--- src/hw/rtl/expiring_entry_table_macros.svh ---
// Assertion macros used by the top level of the expiring entry table.
`ifndef EXPIRING_ENTRY_TABLE_MACROS_SVH
`define EXPIRING_ENTRY_TABLE_MACROS_SVH

// Same-cycle implication, checked outside reset.
`define EET_ASSERT_IMPL(label, clk, rst_n, ante, cons) \
    label: assert property (@(posedge clk) disable iff (!rst_n) (ante) |-> (cons)) \
        else $error("same-cycle check failed");

// Next-cycle implication, checked outside reset.
`define EET_ASSERT_NEXT(label, clk, rst_n, ante, cons) \
    label: assert property (@(posedge clk) disable iff (!rst_n) (ante) |=> (cons)) \
        else $error("next-cycle check failed");

`endif

--- src/hw/rtl/eet_pkg.sv ---
// Types, constants and codes of the expiring entry table.
package eet_pkg;

    localparam int DEFAULT_CAPACITY = 16;
    localparam logic [7:0] HOLD_MAX = 8'd255;
    localparam logic [3:0] LOCK_KIND_RESET = 4'd4;

    localparam logic [1:0] RESP_RECEIPT = 2'd0;
    localparam logic [1:0] RESP_REPORT = 2'd1;
    localparam logic [1:0] RESP_ADVANCE = 2'd2;

    localparam logic REQ_INSERT = 1'b0;

    typedef struct packed {
        logic        req_type;
        logic [3:0]  kind;
        logic [1:0]  owner;
        logic [7:0]  action_index;
        logic [15:0] hold_ticks;
        logic [31:0] tick;
    } eet_req_t;

    typedef struct packed {
        logic [1:0] resp_kind;
        logic       accepted;
        logic       replaced;
        logic [3:0] slot;
        logic [1:0] expired_owner;
        logic [7:0] expired_action;
        logic       last;
    } eet_rsp_t;

    typedef struct packed {
        logic [3:0] lock_kind;
    } eet_cfg_t;

    typedef struct packed {
        logic [3:0]  kind;
        logic [1:0]  owner;
        logic [7:0]  action;
        logic [7:0]  remain;
        logic [31:0] src_tick;
        logic [31:0] serial;
    } eet_entry_t;

    typedef enum logic [2:0] {
        EMIT_INS_REJECT,
        EMIT_RECEIPT,
        EMIT_REPORT,
        EMIT_ADV_REJECT,
        EMIT_ADV_DONE
    } eet_emit_t;

    typedef enum logic [0:0] {
        RD_IDX,
        RD_LAST
    } eet_rd_sel_t;

    typedef enum logic [1:0] {
        SLOT_IDX,
        SLOT_COUNT,
        SLOT_BEST
    } eet_slot_sel_t;

    typedef struct packed {
        logic          capture;
        logic          idx_clear;
        logic          idx_inc;
        logic          rd_en;
        eet_rd_sel_t   rd_sel;
        logic          scan_min;
        logic          wr_insert;
        eet_slot_sel_t slot_sel;
        logic          wr_dec;
        logic          wr_move;
        logic          set_last_tick;
        logic          emit;
        eet_emit_t     emit_code;
    } eet_cmd_t;

    typedef struct packed {
        logic is_insert;
        logic kind_zero;
        logic is_lock;
        logic tick_rep;
        logic idx_lt_count;
        logic count_full;
        logic match;
        logic older;
        logic expire;
        logic rd_lock;
    } eet_status_t;

endpackage

--- src/hw/rtl/eet_chan.sv ---
// Valid/ready channel interface carrying one payload item.
interface eet_chan #(
    parameter type payload_t = logic
);
    logic     valid;
    logic     ready;
    payload_t data;

    modport source (output valid, output data, input ready);
    modport sink (input valid, input data, output ready);
endinterface

--- src/hw/rtl/eet_ctrl.sv ---
// Controller state machine of the expiring entry table.
module eet_ctrl
    import eet_pkg::*;
(
    input  logic        clk,
    input  logic        rst_n,
    input  logic        req_valid,
    output logic        req_ready,
    output logic        rsp_valid,
    input  logic        rsp_ready,
    input  eet_status_t status,
    output eet_cmd_t    cmd
);

    typedef enum logic [3:0] {
        S_IDLE,
        S_DISPATCH,
        S_LK_RD,
        S_LK_EV,
        S_APPEND,
        S_MN_RD,
        S_MN_EV,
        S_AD_RD,
        S_AD_EV,
        S_AD_REP,
        S_AD_MVRD,
        S_AD_MV,
        S_FIN
    } state_t;

    state_t    state_reg, state_next;
    logic      out_valid_reg, out_valid_next;
    eet_emit_t fin_code_reg, fin_code_next;
    logic      out_free;

    assign out_free = !out_valid_reg || rsp_ready;
    assign req_ready = (state_reg == S_IDLE);
    assign rsp_valid = out_valid_reg;

    always_comb
    begin
        state_next = state_reg;
        fin_code_next = fin_code_reg;
        cmd = '0;
        cmd.rd_sel = RD_IDX;
        cmd.slot_sel = SLOT_IDX;
        cmd.emit_code = fin_code_reg;
        case (state_reg)
            S_IDLE:
            begin
                if (req_valid)
                begin
                    cmd.capture = 1'b1;
                    state_next = S_DISPATCH;
                end
            end
            S_DISPATCH:
            begin
                cmd.idx_clear = 1'b1;
                if (status.is_insert)
                begin
                    if (status.kind_zero)
                    begin
                        fin_code_next = EMIT_INS_REJECT;
                        state_next = S_FIN;
                    end
                    else if (status.is_lock)
                        state_next = S_LK_RD;
                    else
                        state_next = S_APPEND;
                end
                else if (status.tick_rep)
                begin
                    fin_code_next = EMIT_ADV_REJECT;
                    state_next = S_FIN;
                end
                else
                begin
                    cmd.set_last_tick = 1'b1;
                    state_next = S_AD_RD;
                end
            end
            S_LK_RD:
            begin
                if (status.idx_lt_count)
                begin
                    cmd.rd_en = 1'b1;
                    state_next = S_LK_EV;
                end
                else
                    state_next = S_APPEND;
            end
            S_LK_EV:
            begin
                if (status.match)
                begin
                    cmd.wr_insert = 1'b1;
                    cmd.slot_sel = SLOT_IDX;
                    fin_code_next = EMIT_RECEIPT;
                    state_next = S_FIN;
                end
                else
                begin
                    cmd.idx_inc = 1'b1;
                    state_next = S_LK_RD;
                end
            end
            S_APPEND:
            begin
                if (status.count_full)
                begin
                    cmd.idx_clear = 1'b1;
                    state_next = S_MN_RD;
                end
                else
                begin
                    cmd.wr_insert = 1'b1;
                    cmd.slot_sel = SLOT_COUNT;
                    fin_code_next = EMIT_RECEIPT;
                    state_next = S_FIN;
                end
            end
            S_MN_RD:
            begin
                if (status.idx_lt_count)
                begin
                    cmd.rd_en = 1'b1;
                    state_next = S_MN_EV;
                end
                else
                begin
                    cmd.wr_insert = 1'b1;
                    cmd.slot_sel = SLOT_BEST;
                    fin_code_next = EMIT_RECEIPT;
                    state_next = S_FIN;
                end
            end
            S_MN_EV:
            begin
                cmd.scan_min = 1'b1;
                cmd.idx_inc = 1'b1;
                state_next = S_MN_RD;
            end
            S_AD_RD:
            begin
                if (status.idx_lt_count)
                begin
                    cmd.rd_en = 1'b1;
                    state_next = S_AD_EV;
                end
                else
                begin
                    fin_code_next = EMIT_ADV_DONE;
                    state_next = S_FIN;
                end
            end
            S_AD_EV:
            begin
                if (!status.older)
                begin
                    cmd.idx_inc = 1'b1;
                    state_next = S_AD_RD;
                end
                else if (!status.expire)
                begin
                    cmd.wr_dec = 1'b1;
                    cmd.idx_inc = 1'b1;
                    state_next = S_AD_RD;
                end
                else if (status.rd_lock)
                    state_next = S_AD_REP;
                else
                    state_next = S_AD_MVRD;
            end
            S_AD_REP:
            begin
                if (out_free)
                begin
                    cmd.emit = 1'b1;
                    cmd.emit_code = EMIT_REPORT;
                    state_next = S_AD_MVRD;
                end
            end
            S_AD_MVRD:
            begin
                // Fetch the last occupied entry to fill the freed slot.
                cmd.rd_en = 1'b1;
                cmd.rd_sel = RD_LAST;
                state_next = S_AD_MV;
            end
            S_AD_MV:
            begin
                // The index stays put so the moved entry is examined next.
                cmd.wr_move = 1'b1;
                state_next = S_AD_RD;
            end
            S_FIN:
            begin
                if (out_free)
                begin
                    cmd.emit = 1'b1;
                    state_next = S_IDLE;
                end
            end
            default:
            begin
                state_next = S_IDLE;
            end
        endcase
        out_valid_next = (out_valid_reg && !rsp_ready) || cmd.emit;
    end

    always_ff @(posedge clk or negedge rst_n)
    begin
        if (!rst_n)
        begin
            state_reg <= S_IDLE;
            out_valid_reg <= 1'b0;
            fin_code_reg <= EMIT_INS_REJECT;
        end
        else
        begin
            state_reg <= state_next;
            out_valid_reg <= out_valid_next;
            fin_code_reg <= fin_code_next;
        end
    end

endmodule

--- src/hw/rtl/eet_dp.sv ---
// Datapath of the expiring entry table: entry memory, counters and result register.
module eet_dp
    import eet_pkg::*;
#(
    parameter int CAPACITY = DEFAULT_CAPACITY
)
(
    input  logic        clk,
    input  logic        rst_n,
    input  eet_cmd_t    cmd,
    output eet_status_t status,
    input  eet_req_t    req_data,
    input  logic        cfg_valid,
    input  eet_cfg_t    cfg_data,
    output eet_rsp_t    rsp_data
);

    localparam int IW = $clog2(CAPACITY);
    localparam int CW = $clog2(CAPACITY + 1);

    eet_entry_t mem [CAPACITY];
    eet_entry_t rd_reg;

    eet_req_t        req_reg;
    logic [CW-1:0]   count_reg, count_next;
    logic [CW-1:0]   idx_reg, idx_next;
    logic [IW-1:0]   best_reg;
    logic [31:0]     best_serial_reg;
    logic [31:0]     serial_reg;
    logic [31:0]     last_tick_reg;
    logic [3:0]      lock_kind_reg;
    logic [IW-1:0]   slot_reg;
    logic            rep_reg;
    eet_rsp_t        rsp_reg, rsp_next;

    logic [CW-1:0]   count_m1;
    logic [IW-1:0]   raddr;
    logic            mem_we;
    logic [IW-1:0]   waddr;
    eet_entry_t      wdata;
    eet_entry_t      new_entry;
    logic [IW-1:0]   ins_slot;
    logic [CW-1:0]   count_after;
    logic            ins_rep;
    logic [7:0]      slot_ext;

    assign count_m1 = count_reg - CW'(1);
    assign raddr = (cmd.rd_sel == RD_LAST) ? count_m1[IW-1:0] : idx_reg[IW-1:0];

    assign status.is_insert = (req_reg.req_type == REQ_INSERT);
    assign status.kind_zero = (req_reg.kind == 4'd0);
    assign status.is_lock = (req_reg.kind == lock_kind_reg);
    assign status.tick_rep = (req_reg.tick == last_tick_reg);
    assign status.idx_lt_count = (idx_reg < count_reg);
    assign status.count_full = (count_reg == CW'(CAPACITY));
    assign status.match = (rd_reg.kind == req_reg.kind) && (rd_reg.owner == req_reg.owner);
    assign status.older = (rd_reg.src_tick < req_reg.tick);
    assign status.expire = status.older && (rd_reg.remain <= 8'd1);
    assign status.rd_lock = (rd_reg.kind == lock_kind_reg);

    always_comb
    begin
        new_entry.kind = req_reg.kind;
        new_entry.owner = req_reg.owner;
        new_entry.action = req_reg.action_index;
        new_entry.remain = (req_reg.hold_ticks > 16'(HOLD_MAX)) ? HOLD_MAX
                                                               : req_reg.hold_ticks[7:0];
        new_entry.src_tick = req_reg.tick;
        new_entry.serial = serial_reg + 32'd1;

        case (cmd.slot_sel)
            SLOT_COUNT: ins_slot = count_reg[IW-1:0];
            SLOT_BEST:  ins_slot = best_reg;
            default:    ins_slot = idx_reg[IW-1:0];
        endcase
        count_after = (cmd.slot_sel == SLOT_COUNT) ? count_reg + CW'(1) : count_reg;
        ins_rep = (CW'(ins_slot) + CW'(1)) < count_after;

        mem_we = cmd.wr_insert || cmd.wr_dec || cmd.wr_move;
        waddr = cmd.wr_insert ? ins_slot : idx_reg[IW-1:0];
        wdata = rd_reg;
        if (cmd.wr_insert)
            wdata = new_entry;
        else if (cmd.wr_dec)
            wdata.remain = rd_reg.remain - 8'd1;

        count_next = count_reg;
        if (cmd.wr_insert && cmd.slot_sel == SLOT_COUNT)
            count_next = count_reg + CW'(1);
        else if (cmd.wr_move)
            count_next = count_m1;

        idx_next = idx_reg;
        if (cmd.idx_clear)
            idx_next = '0;
        else if (cmd.idx_inc)
            idx_next = idx_reg + CW'(1);

        rsp_next = '0;
        case (cmd.emit_code)
            EMIT_RECEIPT:
            begin
                rsp_next.resp_kind = RESP_RECEIPT;
                rsp_next.accepted = 1'b1;
                rsp_next.replaced = rep_reg;
                rsp_next.slot = slot_ext[3:0];
                rsp_next.last = 1'b1;
            end
            EMIT_REPORT:
            begin
                rsp_next.resp_kind = RESP_REPORT;
                rsp_next.accepted = 1'b1;
                rsp_next.expired_owner = rd_reg.owner;
                rsp_next.expired_action = rd_reg.action;
            end
            EMIT_ADV_REJECT:
            begin
                rsp_next.resp_kind = RESP_ADVANCE;
                rsp_next.last = 1'b1;
            end
            EMIT_ADV_DONE:
            begin
                rsp_next.resp_kind = RESP_ADVANCE;
                rsp_next.accepted = 1'b1;
                rsp_next.last = 1'b1;
            end
            default:
            begin
                rsp_next.last = 1'b1;
            end
        endcase
    end

    always_ff @(posedge clk)
    begin
        if (mem_we)
            mem[waddr] <= wdata;
        if (cmd.rd_en)
            rd_reg <= mem[raddr];
    end

    always_ff @(posedge clk)
    begin
        if (cmd.capture)
            req_reg <= req_data;
        if (cmd.wr_insert)
        begin
            slot_reg <= ins_slot;
            rep_reg <= ins_rep;
        end
        if (cmd.emit)
            rsp_reg <= rsp_next;
    end

    assign slot_ext = 8'(slot_reg);
    assign rsp_data = rsp_reg;

    always_ff @(posedge clk or negedge rst_n)
    begin
        if (!rst_n)
        begin
            count_reg <= '0;
            idx_reg <= '0;
            best_reg <= '0;
            best_serial_reg <= '0;
            serial_reg <= '0;
            last_tick_reg <= '0;
            lock_kind_reg <= LOCK_KIND_RESET;
        end
        else
        begin
            count_reg <= count_next;
            idx_reg <= idx_next;
            // The first entry seeds the minimum; later ones replace it only when strictly older.
            if (cmd.scan_min && (idx_reg == '0 || rd_reg.serial < best_serial_reg))
            begin
                best_reg <= idx_reg[IW-1:0];
                best_serial_reg <= rd_reg.serial;
            end
            if (cmd.wr_insert)
                serial_reg <= new_entry.serial;
            if (cmd.set_last_tick)
                last_tick_reg <= req_reg.tick;
            if (cfg_valid)
                lock_kind_reg <= cfg_data.lock_kind;
        end
    end

endmodule

--- src/hw/rtl/expiring_entry_table.sv ---
// Top level of the expiring entry table: controller, datapath and checks.
//
//  channel  role    payload
//  req      sink    req_type, kind, owner, action_index, hold_ticks, tick
//  rsp      source  resp_kind, accepted, replaced, slot, expired_owner,
//                   expired_action, last
//  cfg      sink    lock_kind
//
// One request is in work at a time; a table scan reads each entry, then evaluates it.
// A rejected request or an append goes straight to its response; a lock insert first
// scans for an entry of the same kind and owner, an insert into a full table scans for
// the oldest entry, and an advance reports expired lock entries and refills freed slots.
// Reset clears the count, serial counter and last tick; entries need no clear.
// A stalled rsp holds the controller only where it must emit another item.
module expiring_entry_table
    import eet_pkg::*;
#(
    parameter int CAPACITY = DEFAULT_CAPACITY
)
(
    input logic   clk,
    input logic   rst_n,
    eet_chan.sink   req,
    eet_chan.source rsp,
    eet_chan.sink   cfg
);

`include "expiring_entry_table_macros.svh"

    eet_cmd_t    cmd;
    eet_status_t status;

    assign cfg.ready = 1'b1;

    eet_ctrl u_ctrl (
        .clk       (clk),
        .rst_n     (rst_n),
        .req_valid (req.valid),
        .req_ready (req.ready),
        .rsp_valid (rsp.valid),
        .rsp_ready (rsp.ready),
        .status    (status),
        .cmd       (cmd)
    );

    eet_dp #(
        .CAPACITY (CAPACITY)
    ) u_dp (
        .clk       (clk),
        .rst_n     (rst_n),
        .cmd       (cmd),
        .status    (status),
        .req_data  (req.data),
        .cfg_valid (cfg.valid),
        .cfg_data  (cfg.data),
        .rsp_data  (rsp.data)
    );

    `EET_ASSERT_IMPL(a_one_write, clk, rst_n, cmd.wr_insert, !cmd.wr_dec && !cmd.wr_move)
    `EET_ASSERT_IMPL(a_no_overwrite, clk, rst_n, cmd.emit, !rsp.valid || rsp.ready)
    `EET_ASSERT_NEXT(a_one_at_a_time, clk, rst_n, req.valid && req.ready, !req.ready)

endmodule
--- src/flat_wrapper.sv ---
// flat-port wrapper written by rule: the top's interface ports become plain ports
module expiring_entry_table_flat import eet_pkg::*;
#(
    parameter int CAPACITY = DEFAULT_CAPACITY
)
  (clk, rst_n, req_valid, req_data, req_ready, rsp_valid, rsp_data, rsp_ready, cfg_valid, cfg_data, cfg_ready);
  eet_chan req_i ();
  eet_chan rsp_i ();
  eet_chan cfg_i ();
  input logic clk;
  input logic rst_n;
  input wire logic [$bits(req_i.valid)-1:0] req_valid;
  input wire logic [$bits(req_i.data)-1:0] req_data;
  output wire logic [$bits(req_i.ready)-1:0] req_ready;
  output wire logic [$bits(rsp_i.valid)-1:0] rsp_valid;
  output wire logic [$bits(rsp_i.data)-1:0] rsp_data;
  input wire logic [$bits(rsp_i.ready)-1:0] rsp_ready;
  input wire logic [$bits(cfg_i.valid)-1:0] cfg_valid;
  input wire logic [$bits(cfg_i.data)-1:0] cfg_data;
  output wire logic [$bits(cfg_i.ready)-1:0] cfg_ready;
  assign req_i.valid = req_valid;
  assign req_i.data = req_data;
  assign req_ready = req_i.ready;
  assign rsp_valid = rsp_i.valid;
  assign rsp_data = rsp_i.data;
  assign rsp_i.ready = rsp_ready;
  assign cfg_i.valid = cfg_valid;
  assign cfg_i.data = cfg_data;
  assign cfg_ready = cfg_i.ready;
  expiring_entry_table #(.CAPACITY(CAPACITY)) u_core (.clk(clk), .rst_n(rst_n), .req(req_i), .rsp(rsp_i), .cfg(cfg_i));
endmodule
--- config.mk ---
export PLATFORM = sky130hd
export DESIGN_NAME = expiring_entry_table_flat
export DESIGN_NICKNAME = d
export VERILOG_FILES = /design/src/hw/rtl/eet_pkg.sv /design/src/hw/rtl/eet_chan.sv /design/src/hw/rtl/eet_ctrl.sv /design/src/hw/rtl/eet_dp.sv /design/src/hw/rtl/expiring_entry_table.sv /design/src/flat_wrapper.sv
export VERILOG_INCLUDE_DIRS = /design/src /design/src/hw/rtl
export SDC_FILE = /design/constraint.sdc
export NUM_CORES = 2
export LEC_CHECK = 0
export ABC_AREA = 1
export ABC_CLOCK_PERIOD_IN_PS = 19540
export BUFFER_PORTS_ARGS = -buffer_cell sky130_fd_sc_hd__buf_4
export CORE_ASPECT_RATIO = 1.5
export CORE_MARGIN = 2
export CORE_UTILIZATION = 35
export CTS_BUF_LIST = sky130_fd_sc_hd__clkbuf_4
export DETAILED_ROUTE_END_ITERATION = 8
export PLACE_DENSITY = 0.51
export SYNTH_ARGS = -nofsm -noshare
export SYNTH_HDL_FRONTEND = slang
export SYNTH_SLANG_ARGS = --single-unit
--- constraint.sdc ---
create_clock -name clk -period 19.54 [get_ports clk]
set_input_delay 1.954 -clock clk [delete_from_list [all_inputs] [get_ports clk]]
set_output_delay 1.954 -clock clk [all_outputs]
set_load 0.02 [all_outputs]
==> reports/qor.yml <==
drt:
  postRouteWirelength_um: 157000
  drt_iter0_drc: 2564
  antenna_left: 0
  wl_met2_um: 82100
  vias_per_cell: 5.11
  topRoutingLayerUsed: "met4"
  drc_errors: 0
  drtPass1Iterations: 5
  wl_met1_um: 64500
  routedWlPerCell_um: 21.6
  vias: 37300
  wl_met3_um: 6580
pwr:
  leakage_nw: 23.2
  clock_power_share_pct: 22.2
  power_switching_share_pct: 38.6
  peakVddDrop_mv: 0.143
  p_sw_w: 0.00409
  combPwrFrac_pct: 34.1
  design_power_total_w: 0.0106
  seqPwrFrac_pct: 43.7
  power.density_nw_per_um2: 163
  power.internal_w: 0.00652
worst_setup_path:
  critical_path_required_ps: 20320
  crit_fanout: 61
  critPathKind: "flop to flop"
  worstPathArrival_ps: 7110
  worst_setup_path_start_kind: "flop"
  end_kind: "flop"
cts:
  clk_pin_slew_worst_paths_ps: 70
  numClockSinks: 1413
  post_cts_buffers: 0
  tritoncts: "yes"
  cts_max_level: 5
  clockBufferDepth: 4
  cts-resized-gates: 0
  cts_root_buffer: "clkbuf_4"
  numCtsBuffers: 351
  insertion_delay_ps: 1240
  postCtsHoldBufs: 0
logic_synthesis:
  synth_async_sr_flop_share_pct: 6.02
  synth_top_area_share_pct: 68.2
  synth_top_cells_by_area: "edfxtp_1 (68%), o21ai_0 (4.7%), o211ai_1 (4.1%)"
  yosysWarnings: 0
  yosysTopAreaCell: "edfxtp_1"
  synth.ff_latch_count: 1413
  syn-instance-count: 4677
  ys_types: 39
  syn_avg_cell_area_um2: 12.5
  ys.flop_type: "edfxtp_1"
  yosysSeqAreaShare_pct: 71.8
  synth.cells.most_frequent: "edfxtp_1 (1,328), nand2_1 (579), o21ai_0 (552), inv_1 (396), nand3_1 (393)"
  synth_edf_count: 1328
  syn-cell-area_um2: 58500
  synth_nets: 4728
  synth_most_common_cell: "edfxtp_1"
sta:
  slew_violations: 0
  fmax_mhz: 158
  setup_violations: 0
  finalSetupTns_ps: 0
  slew_headroom_pct: 10.5
  finalClockSkew_ps: 99.4
  hold_viol: 0
  period_needed_ps: 6330
  rsz0062_at_grt: "no"
  timing_worst_slew_pin_value_ps: 1340
  period_share_pct: 32.4
global_routing:
  grt_first_pass_wirelength_um: 237000
  antenna_found_initial: 2
  grt_pass1_vias: 38000
  grt_overflow: 0
  grt_max_degree: 200
  gr-usage-all-layers_pct: 18.4
die:
  dieArea_um2: 170000
  die_h_um: 505
  start_util_pct: 35.3
  top_level_ports: 11
  die-width_um: 338
  coreArea_um2: 166000
  rows: 183
place:
  gp_congestion: 0.859
  post-dp-hpwl_um: 81800
  numPortBuffers: 9
final_layout:
  area_growth_pct: 11.4
  fillCellCount: 16000
  nNetsFinal: 4888
  largest_reg_flops: 1248
  drive_above_1_share_pct: 12.6
  fin_util_pct: 39.3
job:
  cap_violations: 0
outcome:
  status: "completed"
hold_path:
  hp-class: "flop to flop"
## power by group through the flow
stage	Combinational [W]	Clock (W)	Sequential, W
6_report	0.00362	0.00236	0.00464
3_3_place_gp	0.00365	0	0.00469
5_1_grt	0.00404	0.00258	0.00468
3_5_place_dp	0.00368	0	0.00470
4_1_cts	0.00369	0.00244	0.00464
2_1_floorplan	0.00232	0	0.00467
## cell usage in the layout, fill, tap and decap left out, types with 7 or more instances in the layout
cell,n
nand2_1,579
buf_4,84
o211ai_1,318
o21ai_1,47
a21oi_1,24
clkinv_1,81
dfrtp_1,84
nor3_1,16
clkbuf_4,496
nor2_1,283
inv_1,394
nand4_1,19
o21ai_0,551
inv_2,7
nand3_1,393
o21bai_1,234
ha_1,44
nor2_4,17
xor2_1,20
edfxtp_1,1328
## final timing paths
path / slack, ps / to / cells past startpoint / start
max: 13210 / u_core.u_dp.mem[1][70] / 14 / u_core.u_dp.count_reg[2]
min: 470 / u_core.u_dp.best_serial_reg[18] / 2 / u_core.u_dp.best_serial_reg[18]
max reg2reg: 13210 / u_core.u_dp.mem[1][70] / 14 / u_core.u_dp.count_reg[2]
min reg2reg: 470 / u_core.u_dp.best_serial_reg[18] / 2 / u_core.u_dp.best_serial_reg[18]
max in group asynchronous: 17650 / u_core.u_dp.best_serial_reg[28] / 2 / rst_n
min in group asynchronous: 670 / u_core.u_dp.best_serial_reg[1] / 1 / rst_n
## per-stage QoR
stage	cells	instance area (um2)	hold WS, ps	setup WS [ps]
floorplan	4677	58500	441	13290
global placement	6703	60900	454	13330
detailed placement	6703	60900	458	13240
CTS	7291	65100	475	13130
global route	7295	65100	495	12800
finish	7295	65100	469	13210
## worst max-delay path: stages, from the launching register on
cell and delay [ps]:
dfrtp_1 420, inv_1 130, ha_1 320, nand2_1 60, inv_1 30, o21ai_0 240, nand3_2 180, nand2_1 200
nand3_4 590, buf_4 590, o21ai_0 680, nand3_1 430, nor2_4 750, buf_4 600, buf_4 610
## kinds of logic (layout without fill, tap and decap cells)
group	after synthesis	count (layout)	share of synthesized area (%)
simple gates	1322	1322	9.54
fa+ha+maj	44	44	0.942
mux	1	1	0.0193
xor+xnor	25	25	0.374
compound gates	1188	1188	12.6
flops	1413	1413	71.8
buf+inv	683	1078	4.68
other cells	1	4	0.00641
## per-layer routing
metal / track usage (%) / vias to the layer above
li1: - / 17500
met1: 22.4 / 18600
met2: 32.8 / 902
met3: 2.94 / 275
met4: 6.44 / 0
met5: 0 / -
## area by class of cell
type	instances	area [um2]	share of cell area (%)
tap	2220	2780	4.27
inverter	401	1530	2.34
timing repair buffer	89	722	1.11
clock buffer	496	3720	5.72
clock inverter	92	430	0.661
multi-input combinational	2581	13900	21.4
antenna	3	7.51	0.0115
sequential	1413	42000	64.5
Note: power is estimated with default switching activity, not from simulation.
